===== config.mk =====
export PLATFORM = sky130hd
export DESIGN_NAME = key_click_doubleclick_fsm_top_flat
export DESIGN_NICKNAME = d
export VERILOG_FILES = /design/src/hw/rtl/kcd_pkg.sv /design/src/hw/rtl/kcd_req_if.sv /design/src/hw/rtl/kcd_rsp_if.sv /design/src/hw/rtl/kcd_key_step.sv /design/src/hw/rtl/key_click_doubleclick_fsm_top.sv /design/src/flat_wrapper.sv
export SDC_FILE = /design/constraint.sdc
export NUM_CORES = 1
export LEC_CHECK = 0
export BUFFER_PORTS_ARGS = -buffer_cell sky130_fd_sc_hd__buf_4
export CELL_PAD_IN_SITES_DETAIL_PLACEMENT = 1
export CELL_PAD_IN_SITES_GLOBAL_PLACEMENT = 1
export CORE_ASPECT_RATIO = 0.6
export CORE_MARGIN = 2
export CORE_UTILIZATION = 45
export CTS_BUF_LIST = sky130_fd_sc_hd__clkbuf_8
export CTS_CLUSTER_DIAMETER = 200
export DETAILED_ROUTE_END_ITERATION = 7
export PLACE_DENSITY = 0.84
export SYNTH_ARGS = -nofsm -noshare
export SYNTH_HDL_FRONTEND = slang
export SYNTH_SLANG_ARGS = --single-unit

===== constraint.sdc =====
create_clock -name clock -period 8.65 [get_ports clock]
set_clock_uncertainty 0.1 [all_clocks]
set_input_delay 1.73 -clock clock [delete_from_list [all_inputs] [get_ports clock]]
set_output_delay 1.73 -clock clock [all_outputs]
set_load 0.05 [all_outputs]

===== src/hw/rtl/kcd_pkg.sv =====
`timescale 1ns / 1ps
// ----------------------------------------------------------------------------
// kcd_pkg: shared types and constants for the click / double-click detector
// Phase and event codes, per-key state record and register reset values.
// ----------------------------------------------------------------------------
package kcd_pkg;

   localparam int unsigned KEY_IN_W = 2;
   localparam int unsigned HOLD_W   = 16;
   localparam int unsigned CSR_W    = 16;
   localparam int unsigned CSR_IDX_W = 2;

   localparam logic [HOLD_W-1:0] HOLD_MAX = '1;

   localparam logic [CSR_W-1:0] FALL_CREDIT_RST = 16'd50;
   localparam logic [CSR_W-1:0] LONG_CREDIT_RST = 16'd500;
   localparam logic [CSR_W-1:0] SCAN_STEP_RST   = 16'd25;

   typedef enum logic [CSR_IDX_W-1:0] {
      CSR_FALL_CREDIT = 2'd0,
      CSR_LONG_CREDIT = 2'd1,
      CSR_SCAN_STEP   = 2'd2
   } csr_index_type;

   typedef enum logic [2:0] {
      PH_UP_LONG    = 3'd0,
      PH_FALL       = 3'd1,
      PH_DOWN_SHORT = 3'd2,
      PH_DOWN_TRANS = 3'd3,
      PH_DOWN_LONG  = 3'd4,
      PH_RISE       = 3'd5,
      PH_UP_SHORT   = 3'd6,
      PH_UP_TRANS   = 3'd7
   } phase_type;

   typedef enum logic [2:0] {
      EV_NONE   = 3'd0,
      EV_DOWN   = 3'd1,
      EV_CLICK  = 3'd2,
      EV_UP     = 3'd3,
      EV_DOUBLE = 3'd4
   } event_type;

   typedef struct packed {
      phase_type         phase;
      logic [HOLD_W-1:0] hold;
      logic              long_seen;
   } key_state_type;

   typedef struct packed {
      logic [CSR_W-1:0] fall_credit;
      logic [CSR_W-1:0] long_credit;
      logic [CSR_W-1:0] scan_step;
   } credit_type;

endpackage


===== src/hw/rtl/kcd_req_if.sv =====
`timescale 1ns / 1ps
// ----------------------------------------------------------------------------
// kcd_req_if: scan sample channel
// One word is one debounced sample of one key.
// ----------------------------------------------------------------------------
interface kcd_req_if;
   logic       valid;
   logic       ready;
   logic [1:0] key_index;
   logic       pressed;

   modport source (output valid, output key_index, output pressed, input ready);
   modport sink   (input valid, input key_index, input pressed, output ready);
endinterface


===== src/hw/rtl/kcd_rsp_if.sv =====
`timescale 1ns / 1ps
// ----------------------------------------------------------------------------
// kcd_rsp_if: key event channel
// One word per sample: new phase, event code and hold time of the key.
// ----------------------------------------------------------------------------
interface kcd_rsp_if;
   logic        valid;
   logic        ready;
   logic [1:0]  key_out;
   logic [2:0]  key_phase;
   logic [2:0]  event_code;
   logic        release_report;
   logic [15:0] hold_time;

   modport source (output valid, output key_out, output key_phase, output event_code,
                   output release_report, output hold_time, input ready);
   modport sink   (input valid, input key_out, input key_phase, input event_code,
                   input release_report, input hold_time, output ready);
endinterface


===== src/hw/rtl/kcd_key_step.sv =====
`timescale 1ns / 1ps
// ----------------------------------------------------------------------------
// kcd_key_step: one step of the per-key click state machine
// Next phase, event and saturating hold timer update for one sample.
// ----------------------------------------------------------------------------
module kcd_key_step
   import kcd_pkg::*;
(
   input  key_state_type cur,
   input  logic          pressed,
   input  credit_type    credit,
   output key_state_type nxt,
   output event_type     evt
);

   logic [HOLD_W-1:0] addend;
   logic [HOLD_W:0]   sum;

   // first down-long sample takes the long credit, later ones the scan step
   assign addend = cur.long_seen ? credit.scan_step : credit.long_credit;
   assign sum    = {1'b0, cur.hold} + {1'b0, addend};

   always_comb begin
      nxt.phase = PH_UP_LONG;
      evt       = EV_NONE;
      unique case (cur.phase)
         PH_UP_LONG: begin
            nxt.phase = pressed ? PH_FALL : PH_UP_LONG;
         end
         PH_FALL: begin
            nxt.phase = pressed ? PH_DOWN_SHORT : PH_UP_SHORT;
            evt       = pressed ? EV_DOWN : EV_NONE;
         end
         PH_DOWN_SHORT: begin
            nxt.phase = pressed ? PH_DOWN_TRANS : PH_RISE;
         end
         PH_DOWN_TRANS: begin
            nxt.phase = pressed ? PH_DOWN_LONG : PH_RISE;
            evt       = pressed ? EV_NONE : EV_CLICK;
         end
         PH_DOWN_LONG: begin
            nxt.phase = pressed ? PH_DOWN_LONG : PH_RISE;
         end
         PH_RISE: begin
            nxt.phase = pressed ? PH_DOWN_SHORT : PH_UP_SHORT;
            evt       = pressed ? EV_NONE : EV_UP;
         end
         PH_UP_SHORT: begin
            nxt.phase = pressed ? PH_FALL : PH_UP_TRANS;
         end
         PH_UP_TRANS: begin
            nxt.phase = pressed ? PH_FALL : PH_UP_LONG;
            evt       = pressed ? EV_DOUBLE : EV_NONE;
         end
         default: begin
            nxt.phase = PH_UP_LONG;
         end
      endcase

      nxt.hold      = cur.hold;
      nxt.long_seen = 1'b0;
      if (nxt.phase == PH_DOWN_SHORT) begin
         nxt.hold = credit.fall_credit;
      end else if (nxt.phase == PH_DOWN_LONG) begin
         nxt.long_seen = 1'b1;
         nxt.hold      = sum[HOLD_W] ? HOLD_MAX : sum[HOLD_W-1:0];
      end
   end

endmodule


===== src/hw/rtl/key_click_doubleclick_fsm_top.sv =====
`timescale 1ns / 1ps
// ----------------------------------------------------------------------------
// key_click_doubleclick_fsm_top: per-key click / double-click detector
// Steps an eight-phase machine per key on each scan sample and reports
// key down, click, key up and double click with the key's hold time.
// ----------------------------------------------------------------------------
//  channel   dir  handshake     payload
//  req_if    in   valid/ready   key_index, pressed
//  rsp_if    out  valid/ready   key_out, key_phase, event_code,
//                               release_report, hold_time
//  csr_*     in   write enable  csr_index, csr_write_data (no read-back)
//
// One sample per cycle while the output is not stalled; its result word
// appears in the cycle after acceptance. Per-key state is read and written
// in the accepting cycle, so samples of the same key back to back see each
// other's update. A stalled result word holds in the output register; a new
// sample is taken in the cycle the held word leaves. Synchronous reset puts
// every key in up long with a zero timer and restores the register defaults.
// ----------------------------------------------------------------------------
module key_click_doubleclick_fsm_top
   import kcd_pkg::*;
#(
   parameter int KEYS = 4
)(
   input  logic                 clock,
   input  logic                 reset,
   kcd_req_if.sink              req_if,
   kcd_rsp_if.source            rsp_if,
   input  logic                 csr_write_en,
   input  logic [CSR_IDX_W-1:0] csr_index,
   input  logic [CSR_W-1:0]     csr_write_data
);

   localparam int KEY_W = (KEYS > 1) ? $clog2(KEYS) : 1;

   credit_type credit_ff;

   phase_type         phase_ff [KEYS];
   logic [HOLD_W-1:0] hold_ff  [KEYS];
   logic              long_ff  [KEYS];

   logic [KEY_W-1:0]  key_sel;
   logic              key_ok;
   logic              req_fire;
   key_state_type     cur;
   key_state_type     nxt;
   event_type         evt;

   logic                rsp_valid_ff;
   logic [KEY_IN_W-1:0] rsp_key_ff;
   phase_type           rsp_phase_ff;
   event_type           rsp_event_ff;
   logic                rsp_report_ff;
   logic [HOLD_W-1:0]   rsp_hold_ff;

   // config registers
   always_ff @(posedge clock) begin
      if (reset) begin
         credit_ff.fall_credit <= FALL_CREDIT_RST;
         credit_ff.long_credit <= LONG_CREDIT_RST;
         credit_ff.scan_step   <= SCAN_STEP_RST;
      end else if (csr_write_en) begin
         if (csr_index == CSR_FALL_CREDIT) begin
            credit_ff.fall_credit <= csr_write_data;
         end else if (csr_index == CSR_LONG_CREDIT) begin
            credit_ff.long_credit <= csr_write_data;
         end else if (csr_index == CSR_SCAN_STEP) begin
            credit_ff.scan_step <= csr_write_data;
         end
      end
   end

   assign req_if.ready = !rsp_valid_ff || rsp_if.ready;
   assign req_fire     = req_if.valid && req_if.ready;

   assign key_sel = KEY_W'(req_if.key_index);
   assign key_ok  = int'(req_if.key_index) < KEYS;

   always_comb begin
      cur.phase     = PH_UP_LONG;
      cur.hold      = '0;
      cur.long_seen = 1'b0;
      if (key_ok) begin
         cur.phase     = phase_ff[key_sel];
         cur.hold      = hold_ff[key_sel];
         cur.long_seen = long_ff[key_sel];
      end
   end

   kcd_key_step u_step (
      .cur     (cur),
      .pressed (req_if.pressed),
      .credit  (credit_ff),
      .nxt     (nxt),
      .evt     (evt)
   );

   // per-key state
   always_ff @(posedge clock) begin
      if (reset) begin
         for (int k = 0; k < KEYS; k++) begin
            phase_ff[k] <= PH_UP_LONG;
            hold_ff[k]  <= '0;
            long_ff[k]  <= 1'b0;
         end
      end else if (req_fire && key_ok) begin
         phase_ff[key_sel] <= nxt.phase;
         hold_ff[key_sel]  <= nxt.hold;
         long_ff[key_sel]  <= nxt.long_seen;
      end
   end

   always_ff @(posedge clock) begin
      if (reset) begin
         rsp_valid_ff <= 1'b0;
      end else if (req_fire) begin
         rsp_valid_ff <= 1'b1;
      end else if (rsp_if.ready) begin
         rsp_valid_ff <= 1'b0;
      end
   end

   // out-of-range key: echo the index, zero everything else
   always_ff @(posedge clock) begin
      if (req_fire) begin
         rsp_key_ff    <= req_if.key_index;
         rsp_phase_ff  <= key_ok ? nxt.phase : PH_UP_LONG;
         rsp_event_ff  <= key_ok ? evt : EV_NONE;
         rsp_report_ff <= key_ok && (nxt.phase == PH_UP_SHORT);
         rsp_hold_ff   <= key_ok ? nxt.hold : '0;
      end
   end

   assign rsp_if.valid          = rsp_valid_ff;
   assign rsp_if.key_out        = rsp_key_ff;
   assign rsp_if.key_phase      = rsp_phase_ff;
   assign rsp_if.event_code     = rsp_event_ff;
   assign rsp_if.release_report = rsp_report_ff;
   assign rsp_if.hold_time      = rsp_hold_ff;

   a_fire_gives_word: assert property (@(posedge clock) disable iff (reset)
      req_fire |=> rsp_valid_ff)
      else $error("accepted sample produced no result word");

   a_report_matches_phase: assert property (@(posedge clock) disable iff (reset)
      rsp_valid_ff |-> (rsp_report_ff == (rsp_phase_ff == PH_UP_SHORT)))
      else $error("release report disagrees with phase");

   a_double_enters_fall: assert property (@(posedge clock) disable iff (reset)
      (rsp_valid_ff && rsp_event_ff == EV_DOUBLE) |-> (rsp_phase_ff == PH_FALL))
      else $error("double click outside fall phase");

   a_down_short_loads_credit: assert property (@(posedge clock) disable iff (reset)
      (req_fire && key_ok && nxt.phase == PH_DOWN_SHORT)
         |=> (rsp_hold_ff == $past(credit_ff.fall_credit)))
      else $error("down short did not load fall credit");

endmodule


===== src/flat_wrapper.sv =====
// flat-port wrapper written by rule: the top's interface ports become plain ports
module key_click_doubleclick_fsm_top_flat import kcd_pkg::*;
#(
   parameter int KEYS = 4
)
  (clock, reset, csr_write_en, csr_index, csr_write_data, req_if_valid, req_if_key_index, req_if_pressed, req_if_ready, rsp_if_valid, rsp_if_key_out, rsp_if_key_phase, rsp_if_event_code, rsp_if_release_report, rsp_if_hold_time, rsp_if_ready);
  kcd_req_if req_if_i ();
  kcd_rsp_if rsp_if_i ();
  input  logic clock;
  input  logic reset;
  input  logic csr_write_en;
  input  logic [CSR_IDX_W-1:0] csr_index;
  input  logic [CSR_W-1:0] csr_write_data;
  input wire logic [$bits(req_if_i.valid)-1:0] req_if_valid;
  input wire logic [$bits(req_if_i.key_index)-1:0] req_if_key_index;
  input wire logic [$bits(req_if_i.pressed)-1:0] req_if_pressed;
  output wire logic [$bits(req_if_i.ready)-1:0] req_if_ready;
  output wire logic [$bits(rsp_if_i.valid)-1:0] rsp_if_valid;
  output wire logic [$bits(rsp_if_i.key_out)-1:0] rsp_if_key_out;
  output wire logic [$bits(rsp_if_i.key_phase)-1:0] rsp_if_key_phase;
  output wire logic [$bits(rsp_if_i.event_code)-1:0] rsp_if_event_code;
  output wire logic [$bits(rsp_if_i.release_report)-1:0] rsp_if_release_report;
  output wire logic [$bits(rsp_if_i.hold_time)-1:0] rsp_if_hold_time;
  input wire logic [$bits(rsp_if_i.ready)-1:0] rsp_if_ready;
  assign req_if_i.valid = req_if_valid;
  assign req_if_i.key_index = req_if_key_index;
  assign req_if_i.pressed = req_if_pressed;
  assign req_if_ready = req_if_i.ready;
  assign rsp_if_valid = rsp_if_i.valid;
  assign rsp_if_key_out = rsp_if_i.key_out;
  assign rsp_if_key_phase = rsp_if_i.key_phase;
  assign rsp_if_event_code = rsp_if_i.event_code;
  assign rsp_if_release_report = rsp_if_i.release_report;
  assign rsp_if_hold_time = rsp_if_i.hold_time;
  assign rsp_if_i.ready = rsp_if_ready;
  key_click_doubleclick_fsm_top #(.KEYS(KEYS)) u_core (.clock(clock), .reset(reset), .req_if(req_if_i), .rsp_if(rsp_if_i), .csr_write_en(csr_write_en), .csr_index(csr_index), .csr_write_data(csr_write_data));
endmodule

After elaboration in Yosys (flattened, before gate mapping)
Memory sizes are Yosys's and may differ from the RTL's.
Cells that the tools add are included.
- flip-flop bits (word level): 74
- RAM bits: 80
- input port bits: 26
- output and inout bits: 27
- logic and storage cells: 73
- memories: 3
- memory list (name ; words ; bits a word ; read ports ; clocked after memory_dff ; write ports ; line ; source):
    u_core.hold_ff ; 4 ; 16 ; 1 ; 0 ; 4 ; key_click_doubleclick_fsm_top.sv:39 ; logic [HOLD_W-1:0] hold_ff [KEYS];
    u_core.phase_ff ; 4 ; 3 ; 1 ; 0 ; 4 ; key_click_doubleclick_fsm_top.sv:38 ; phase_type phase_ff [KEYS];
    u_core.long_ff ; 4 ; 1 ; 1 ; 0 ; 4 ; key_click_doubleclick_fsm_top.sv:40 ; logic long_ff [KEYS];
- add/subtract/negate cells: 1
- equal/unequal tests: 12
- mux-type cells: 31
- bitwise logic cells: 2
- reduce and logical (&&, ||, !) cells: 15
- operators with widths (cell ; number):
    two-way mux 16 bit ; 4
    == test 3 bit, second input constant ; 6
    adder 16 x 16 -> 17 bit ; 1
    two-way mux 17 bit ; 1
    OR reduction 16 bit ; 1
    two-way mux 3 bit ; 5
    one-hot mux 3 bit (5 select lines) ; 1
    two-way mux 1 bit ; 14
    one-hot mux 3 bit (4 select lines) ; 1
    two-way mux 2 bit ; 5
    == test 3 x 2 -> 1 bit, second input constant ; 3
    OR reduction 2 bit ; 3
    AND reduction 4 bit ; 1
    == test 3 x 1 -> 1 bit, second input constant ; 1
    logical NOT 3 bit ; 1
    AND reduction 3 bit ; 1
    OR reduction 3 bit ; 1
    == test 2 x 1 -> 1 bit, second input constant ; 1
    == test 2 bit, second input constant ; 1
    logical NOT 2 bit ; 1
    inverter 1 bit ; 2
    AND reduction 2 bit ; 1
    nonzero test 2 bit ; 1
    logical AND 1 bit ; 1
    3 further kinds ; 3

Depth between registers and ports, before layout
Gate-level depths: netlist (run 1).
- depth in word-level cells: 8
- gate-level depth with buffers: 14
- depth with buffers taken out: 10

Hierarchy
Synthesis (run 1) repeated with hierarchy kept, for this count alone.
- cells, all modules: 618
- area, all modules: 8293.0 um^2
- by module, submodules not included (module ; instances ; cells each ; area an instance (um^2) ; seq. area each (um^2)):
    key_click_doubleclick_fsm_top ; 1 ; 436 ; 6942.9 ; 4134.0
    kcd_key_step ; 1 ; 182 ; 1350.0 ; 0.0

Least setup slack after synthesis (run 1)
OpenSTA, ideal clock, no wires.
- path kind: input-to-reg
- from: input req_if_key_index[0]
- to: memory u_core.hold_ff[0][12] (data pin)
- arrival time: 5231 ps
- required time: 8283 ps
- setup slack: 3051 ps
- stages on the path: 13
- path through: buf_2 -> mux4_2 -> clkbuf_1 -> clkbuf_1 -> mux2_2 -> ha_1 -> fa_1 -> a211oi_1 -> or3_1 -> a211oi_1 -> or4_1 -> a31oi_1 -> nor2_1
- RTL lines (element ; line ; source):
    from (decl) ; flat_wrapper.sv:15 ; input wire logic [$bits(req_if_i.key_index)-1:0] req_if_key_index;
    to (decl) ; key_click_doubleclick_fsm_top.sv:39 ;

==> summary by stage, run 1 <==
Detailed routing
Once detail routing completed, the nets flagged for antenna violations numbered 0. The routed layout has 5,561 vias. The final layout contains routed wiring with a total length of 20,400 um. In the final routed layout, each cell accounts on average for 21.7 um. The remaining routing DRC violations is 0. Using the TritonRoute via totals, the vias-per-cell ratio works out to 5.94.

The detailed router finished its first iteration with 443 violations. The number of optimization iterations in the first detailed-route pass is 5.

Placement
The placed wire-length estimate after detailed placement is 13,800 um. The placer's final routability congestion estimate is 1.01. The total cell area at the placement stage is 7910 um^2.

The worst setup slack before clock tree synthesis is 2380 ps. The count of buffers added on input and output ports is 52. The cell total after placement is 905.

Finish
The repair_antennas step left the layout with diodes totalling 0. The area growth from synthesis to layout is 12.6%. The post-route cell area is 8320 um^2. The fraction of final layout cells with drive strength greater than 1 is 20.1%. The final instance count without filler cells is 936. In the final design database the tool counted 758 nets.

Worst setup path
The start-to-end type of the worst setup path is in2reg. The critical path endpoint category is a flip-flop. The largest single stage delay on the critical path is 810 ps.

Traced cell by cell, the critical path runs through buf_4, mux4_2, mux2_2, ha_1, fa_1, a211oi_1, nor3_1, o21ai_0, o21ai_0, a222oi_1, nand2_1. The slowest stage of the critical path is the sky130_fd_sc_hd__mux4_2 cell. Data on the critical path is required at its endpoint by 8730 ps.

The worst-case reg-to-reg path depth is 10. The sum of buffers and inverters on the critical path is 1. The dominant cell type by count on the critical path is sky130_fd_sc_hd__o21ai_0. The kind of cell adding the most delay to the critical path is compound AO/OA/AOI/OAI gates.

The path length in cells of the critical path is 11. Data arrives at the worst endpoint at 5860 ps. The largest fanout on the critical path is 25. The startpoint kind of the worst setup timing path is an input port.

Power and ir drop
For this design the ratio of total power to cell area is 215 nW/um^2. Net switching is 30.7% of the power. Across the VDD grid, the largest voltage drop is 91.2 uV. Summed over all nets, the switching power comes to 550 uW. The clock network is responsible for 32.2% of the overall power. For this design the static power due to leakage is 0.00319 uW. Internal power comes to 1240 uW. Sequential cells account for 47.5% of the total power. The combinational group share of total power is 20.2%.

Synth
In this run the mean area of a mapped cell was 10.8 um^2. In this run, distinct cell masters in the synthesized netlist total 60. The fraction of registers with async set/reset is 0%.

Counting every net in the synthesized netlist gives 724. The number of standard cells after synthesis is 681. Sequential cells were found to cover 56.0% of the synthesized design area. The synthesized design contains 154 register bits. The number of flops mapped to enable cells by yosys is 105. Among all flip-flop cells after synthesis, the most frequent one is sky130_fd_sc_hd__edfxtp_1. The Yosys step of the flow raised 0 warnings.

Summing every instance area after synthesis gives 7390 um^2.

STA
The total count of max-transition violations in the final report is 0. Setup repair after global routing left no endpoint under its margin. In the final timing run, aggregate negative setup slack is 0 ps.

The smallest setup slack after layout is 2870 ps. The total count of hold-check failures in the final report is 0. The minimum clock period is 5780 ps. Measured against its own limit, the worst slew margin works out to 17.2%.

Setup violations remaining at the end of the flow were counted as 0. Of the available clock period, the critical path in the final layout requires 66.8%. For the pin with the worst max-slew slack, the measured transition is 1240 ps. Timing would allow up to 0.173 GHz.

CTS
No sink is reached through more buffers than the 2 on the longest clock path. The tree is rooted in a sky130_fd_sc_hd__clkbuf_8. Buffers inserted to repair hold after CTS numbered 0. The CTS H-tree depth is 4. The number of clock buffers added by TritonCTS is 17. For this design, the sink count on the clock tree is 154. Clock-pin slew was measured on the worst setup and hold paths at 90 ps.

The clock tree from TritonCTS is built. The clock latency on the worst-skew pair is 470 ps. The total of cells resized after clock tree synthesis is 0. The number of setup buffers added after CTS is 0.

GRT
The global-route wire length before repair is 32,000 um. The number of global-route vias before repair is 5,866. The maximum number of pins on one net before global-route repair is 55. The initial antenna violation count was 0. After global routing the overflow that remains totals 0.

The overall track demand over capacity in global routing is 24.5%.

Worst hold path
The kind of path behind the tightest hold check is reg2reg. The number of cells on the worst hold path is 2.

Floorplanning
The I/O pin total is 53. From left edge to right edge, the die measures 169 um. The total number of placement rows is 36. The die is 103 um tall. The region available for standard cell placement spans 16,100 um^2. The starting utilization of the core area is 45.8%.

The die covers 17,500 um^2.

Job
The max capacitance violation total is 0.

Outcome
The flow ran to the end, and the final reports show no timing, DRC or antenna violations.
## power by group through the flow
stage / sequential (uW) / clock, uW / combinational [uW]
2_1_floorplan: 909 / 0 / 207
3_3_place_gp: 865 / 0 / 343
3_5_place_dp: 869 / 0 / 356
4_1_cts: 852 / 579 / 361
5_1_grt: 856 / 609 / 394
6_report: 852 / 578 / 363
## sequential cells by signal, summed over array words and instances (netlist names)
| signal | flops |
|---|---|
| u_core.phase_ff | 12 |
| u_core.long_ff | 4 |
| u_core.rsp_if.hold_time | 16 |
| u_core.rsp_if.valid | 1 |
| u_core.rsp_if.key_phase | 3 |
| u_core.hold_ff | 64 |
| u_core.rsp_if.event_code | 3 |
| u_core.rsp_if.key_out | 2 |
| u_core.credit_ff | 48 |
| u_core.rsp_if.release_report | 1 |
## per-layer routing
metal,vias up,wire length (um),track usage (%)
met3,38,922,4.26
met5,-,0,0
met4,0,491,9.93
met1,2850,9310,32.4
li1,2519,-,-
met2,154,9630,40.9
## cell families (layout without fill, tap and decap cells)
group                    after synthesis  count (layout)  share of synthesized area (%)
XOR/XNOR                              10              10                           1.19
multiplexers                          38              38                           8.81
flip-flops                           154             154                           56.0
AND/OR/NAND/NOR                      259             259                           15.8
buffers and inverters                 66             112                           3.54
AO/OA/AOI/OAI                        137             137                           11.8
adder cells (fa/ha/maj)               17              17                           2.98
## final timing paths
path | slack [ps] | from | to
worst max-delay path | 2870 | req_if_key_index[0] | u_core.rsp_if.hold_time[15]
worst min-delay path | 360 | u_core.credit_ff[2] | u_core.credit_ff[2]
worst max register to register | 4270 | u_core.long_ff[2] | u_core.rsp_if.hold_time[15]
worst min register to register | 360 | u_core.credit_ff[2] | u_core.credit_ff[2]
## layout make-up
type / count / area, um^2
fillers: 1759 / 7810
inverters: 23 / 86.3
clock inverters: 14 / 169
well taps: 209 / 262
clock buffers: 17 / 234
multi-input cells: 461 / 3000
repair buffers: 58 / 435
flip-flops and latches: 154 / 4130
## through the flow
stage | utilization, % | hold slack [ps] | total power, uW
after floorplan | - | 333 | 1120
after global placement | 49.1 | 340 | 1210
after detailed placement | 49.1 | 350 | 1220
after CTS | 51.6 | 360 | 1790
after global routing | 51.6 | 381 | 1860
final | 51.6 | 360 | 1790
## Yosys cell counts, drive strengths merged (3+ instances only)
| library cell | count | share of area [%] |
|---|---|---|
| nor4 | 4 | 0.34 |
| mux4 | 20 | 6.1 |
| a21oi | 63 | 4.4 |
| nor3 | 13 | 0.88 |
| a211oi | 4 | 0.41 |
| nor2 | 80 | 4.1 |
| or2 | 3 | 0.25 |
| clkbuf | 34 | 1.7 |
| a31oi | 5 | 0.51 |
| a21o | 4 | 0.41 |
| nand4 | 3 | 0.25 |
| ha | 16 | 2.7 |
| nand2b | 7 | 0.59 |
| edfxtp | 105 | 43 |
| mux2 | 16 | 2.4 |
| dfxtp | 49 | 13 |
| or3 | 5 | 0.42 |
| o211ai | 3 | 0.37 |
| o21a | 3 | 0.30 |
| nand3b | 15 | 1.5 |
| inv | 23 | 1.2 |
| xnor2 | 8 | 0.95 |
| nor2b | 4 | 0.34 |
| nand2 | 112 | 5.7 |
| o21ai | 30 | 2.3 |
| o22a | 9 | 1.1 |
| buf | 9 | 0.64 |
## layout by cell type (no fill, tap or decap), drive strengths merged, types with 4 or more instances in the layout
master	count
a211oi	4
a21o	4
a21oi	63
a31oi	5
buf	58
clkbuf	17
clkinv	5
dfxtp	49
edfxtp	105
ha	16
inv	29
mux2	16
mux4	20
nand2	112
nand2b	7
nand3b	15
nor2	80
nor2b	4
nor3	13
nor4	4
o21ai	30
o22a	9
or3	5
xnor2	8
## worst register-to-register path, delay by kind of cell (launching register included)
kind	cells	cell delay, ps
flops	1	390
mux	2	1080
fa+ha+maj	2	660
simple gates	2	310
compound gates	4	1580
No activity file was read; power rests on OpenSTA's default activity.
==> run 2: changes to the inputs <==
==> constraint.sdc (replaced) <==
create_clock -name clock -period 6 [get_ports clock]
set_clock_uncertainty 0.1 [all_clocks]
set_input_delay 1.2 -clock clock [delete_from_list [all_inputs] [get_ports clock]]
set_output_delay 1.2 -clock clock [all_outputs]
set_load 0.05 [all_outputs]
==> run 2 against run 1 <==
Compared with the run above: total power increased by 41%; non-clock buffer count increased by 4; core utilization unchanged; worst hold slack got worse by 2.7 ps; worst setup slack got worse by 1700 ps; sequential share of layout area unchanged; flip-flop and latch count unchanged; global-route usage increased by 0.13 points; largest power group unchanged; cell count increased by 0.53%.
==> summary by stage, run 2 (synthesis results as in run 1) <==
Outcome
Run status: completed (unchanged).

CTS
The root buffer cell is sky130_fd_sc_hd__clkbuf_8 (unchanged). The number of buffers inserted during clock tree synthesis is 17 (unchanged). The deepest clock path buffer count is 2 (unchanged). The number of setup buffers added after CTS is 0 (unchanged). The total of cells resized after clock tree synthesis is 0 (unchanged). The clock tree from TritonCTS is built (unchanged). The clock latency on the worst-skew pair came to 470 ps (about the same).

The clock-pin slew reported for the worst setup and hold paths after clock tree synthesis was 90 ps (about the same). The quantity of hold-fixing buffers added after cts is 0 (unchanged). The CTS H-tree depth is 4 (unchanged). The total number of clock tree sinks is 154 (unchanged).

Detailed routing
The final antenna-violating net count is 0 (unchanged). The remaining routing DRC violations is 0 (unchanged). The uppermost layer routed was met4 (unchanged). The initial DRC count is 465 (was 443). The total via count in the routed design was 5,563 (was 5,561). The per-cell via count in the routed design is 5.91 (was 5.94). The routed metal-1 wirelength is 9310 um (unchanged). The amount of wire on met2 after detailed routing is 9820 um (was 9630 um).

The post-detailed-routing wire length came to 20,500 um (was 20,400 um). The average wire length per cell after detail routing is 21.8 um (was 21.7 um). The detailed-routed wire length on met3 is 1040 um (was 922 um). The number of optimization iterations in the first detailed-route pass is 5 (unchanged).

Worst setup path
The startpoint kind of the worst setup timing path is an input port (unchanged). The largest fanout on the critical path is 14 (was 25). The critical path endpoint category is a flip-flop (unchanged). The worst-case reg-to-reg path depth is 10 (unchanged). The start-to-end type of the worst setup path is in2reg (unchanged). The source of the critical timing path is req_if_key_index[0] (unchanged). The register-to-register setup slack is 1800 ps (was 4270 ps). The critical path required time came to 6070 ps (was 8730 ps). The worst reg2reg path endpoint is u_core.hold_ff[0][15] (was u_core.rsp_if.hold_time[15]). The start of the worst register-to-register path is u_core.long_ff[2] (unchanged). The last element of the critical path is u_core.hold_ff[0][15] (was u_core.rsp_if.hold_time[15]). The data arrival time of the worst path came to 4940 ps (was 5860 ps).

Floorplanning
The vertical extent of the die came to 103 um (unchanged). The chip width is 169 um (unchanged). The starting utilization of the core area is 45.8% (unchanged). The floorplan die area was 17,500 um^2 (unchanged). The total number of placement rows is 36 (unchanged). The core area was 16,100 um^2 (unchanged). The I/O pin total is 53 (unchanged).

Placement
The placed wire-length estimate after detailed placement was 14,400 um (was 13,800 um). The number of input and output port buffers inserted is 52 (unchanged). The total cell area at the placement stage came to 7940 um^2 (was 7910 um^2). The placer's final routability congestion estimate is 0.886 (was 1.01).

GRT
The maximum number of pins on one net before global-route repair came to 55 (unchanged). The overflow left after global routing is 0 (unchanged). The global-route wire length before repair was 32,300 um (was 32,000 um).

The initial antenna violation count came to 0 (unchanged). The overall track demand over capacity in global routing is 24.6% (was 24.5%). The number of global-route vias before repair is 5,846 (was 5,866).

STA
The count of endpoints failing setup in the final report is 0 (unchanged). Unrepaired setup endpoints after global routing: false (unchanged). The portion of the clock cycle consumed by the worst path in the final layout is 81.1%. The total count of hold-check failures in the final report came to 0 (unchanged).

The slew of the pin with the lowest slew margin was 1210 ps (was 1240 ps). The worst relative slew slack came to 19.2% (was 17.2%). The total count of max-transition violations in the final report came to 0 (unchanged).

Based on the critical path, the design can be clocked at up to 0.206 GHz. The setup TNS is 0 ps (unchanged). The minimum clock period is 4860 ps.

Finish
The register containing the most flip-flops in the final layout is u_core.hold_ff (unchanged). The layout net count is 762 (was 758). The commonest non-fill, non-tap cell in the layout is sky130_fd_sc_hd__nand2_1 (unchanged). The post-route cell area was 8320 um^2 (unchanged). The signed area change from the synthesized netlist to the final layout is 12.6% (unchanged). The fraction of final layout cells with drive strength greater than 1 is 20.6% (was 20.1%). The count of inserted antenna diode cells is 0 (unchanged). Leading cell types in the layout, fill and taps excluded: sky130_fd_sc_hd__nand2_1 (112), sky130_fd_sc_hd__edfxtp_1 (105), sky130_fd_sc_hd__nor2_1 (79) (was sky130_fd_sc_hd__nand2_1 (112), sky130_fd_sc_hd__edfxtp_1 (105), sky130_fd_sc_hd__nor2_1 (78)). The flip-flop count of the largest register, all copies and words added was 64 (unchanged).

Job
The max capacitance violation total is 0 (unchanged).

Power and ir drop
The worst-case vdd ir drop came to 158 uV (was 91.2 uV). The leakage dissipation is 0.00318 uW (was 0.00319 uW). The power per cell area is 304 nW/um^2 (was 215 nW/um^2).

Worst hold path
The kind of path behind the tightest hold check is reg2reg (unchanged). The number of cells on the worst hold path was 2 (unchanged).
## run 2: cell types whose count changed in the layout (fill, tap and decap cells not counted)
cell                         previous run  this run
sky130_fd_sc_hd__clkinvlp_2             0         1
sky130_fd_sc_hd__clkinvlp_4             0         3
sky130_fd_sc_hd__nor2_2                 2         1
sky130_fd_sc_hd__clkinv_1               1         0
sky130_fd_sc_hd__clkinv_2               2         1
sky130_fd_sc_hd__buf_4                 58        62
sky130_fd_sc_hd__inv_6                  5         4
sky130_fd_sc_hd__inv_8                  0         2
sky130_fd_sc_hd__nor2_1                78        79
sky130_fd_sc_hd__bufinv_16              3         1
## run 2: where the power goes
part           internal, uW  total [uW]  switching, uW
clock                   336         774            438
sequential             1210        1230           22.6
combinational           174         524            350
## run 2: final cells by class
cell class	instances	area, um^2
fill	1727	7810
sequential	154	4130
multi-input combinational	461	3000
timing repair buffer	62	465
tap	209	262
clock buffer	17	234
clock inverter	15	141
inverter	23	86.3
## run 2: metrics by stage
| step | hold WS [ps] | cells | power (uW) | utilization [%] | worst slack, ps |
|---|---|---|---|---|---|
| after floorplan | 333 | 681 | 1610 | - | 931 |
| after global placement | 338 | 909 | 1750 | 49.3 | 868 |
| after detailed placement | 348 | 909 | 1770 | 49.3 | 742 |
| after CTS | 362 | 941 | 2530 | 51.6 | 1210 |
| after global routing | 371 | 941 | 2630 | 51.6 | 1010 |
| final | 357 | 941 | 2530 | 51.6 | 1140 |
## run 2: metal layers
metal	GRT usage [%]	up-vias
li1	-	2529
met1	33.5	2819
met2	41.2	180
met3	3.69	35
met4	8.55	0
met5	0	-
## run 2: how the worst min path moves through the flow
stage / start / to / slack (ps)
after global placement: u_core.credit_ff[14] / u_core.credit_ff[14] / 340
after CTS: u_core.credit_ff[30] / u_core.credit_ff[30] / 360
after detailed placement: u_core.credit_ff[5] / u_core.credit_ff[5] / 350
final: u_core.credit_ff[5] / u_core.credit_ff[5] / 360
after global routing: u_core.credit_ff[26] / u_core.credit_ff[26] / 370
after floorplan: u_core.credit_ff[10] / u_core.credit_ff[10] / 330
## run 2: worst max-delay path, cell delays in order
cell and delay [ps]:
sky130_fd_sc_hd__buf_4 230, sky130_fd_sc_hd__mux4_2 660, sky130_fd_sc_hd__mux2_2 320, sky130_fd_sc_hd__ha_1 250
sky130_fd_sc_hd__fa_1 440, sky130_fd_sc_hd__a211oi_1 450, sky130_fd_sc_hd__nor3_1 140, sky130_fd_sc_hd__o21ai_0 290
sky130_fd_sc_hd__o21ai_0 150, sky130_fd_sc_hd__a222oi_1 600, sky130_fd_sc_hd__a21oi_1 190
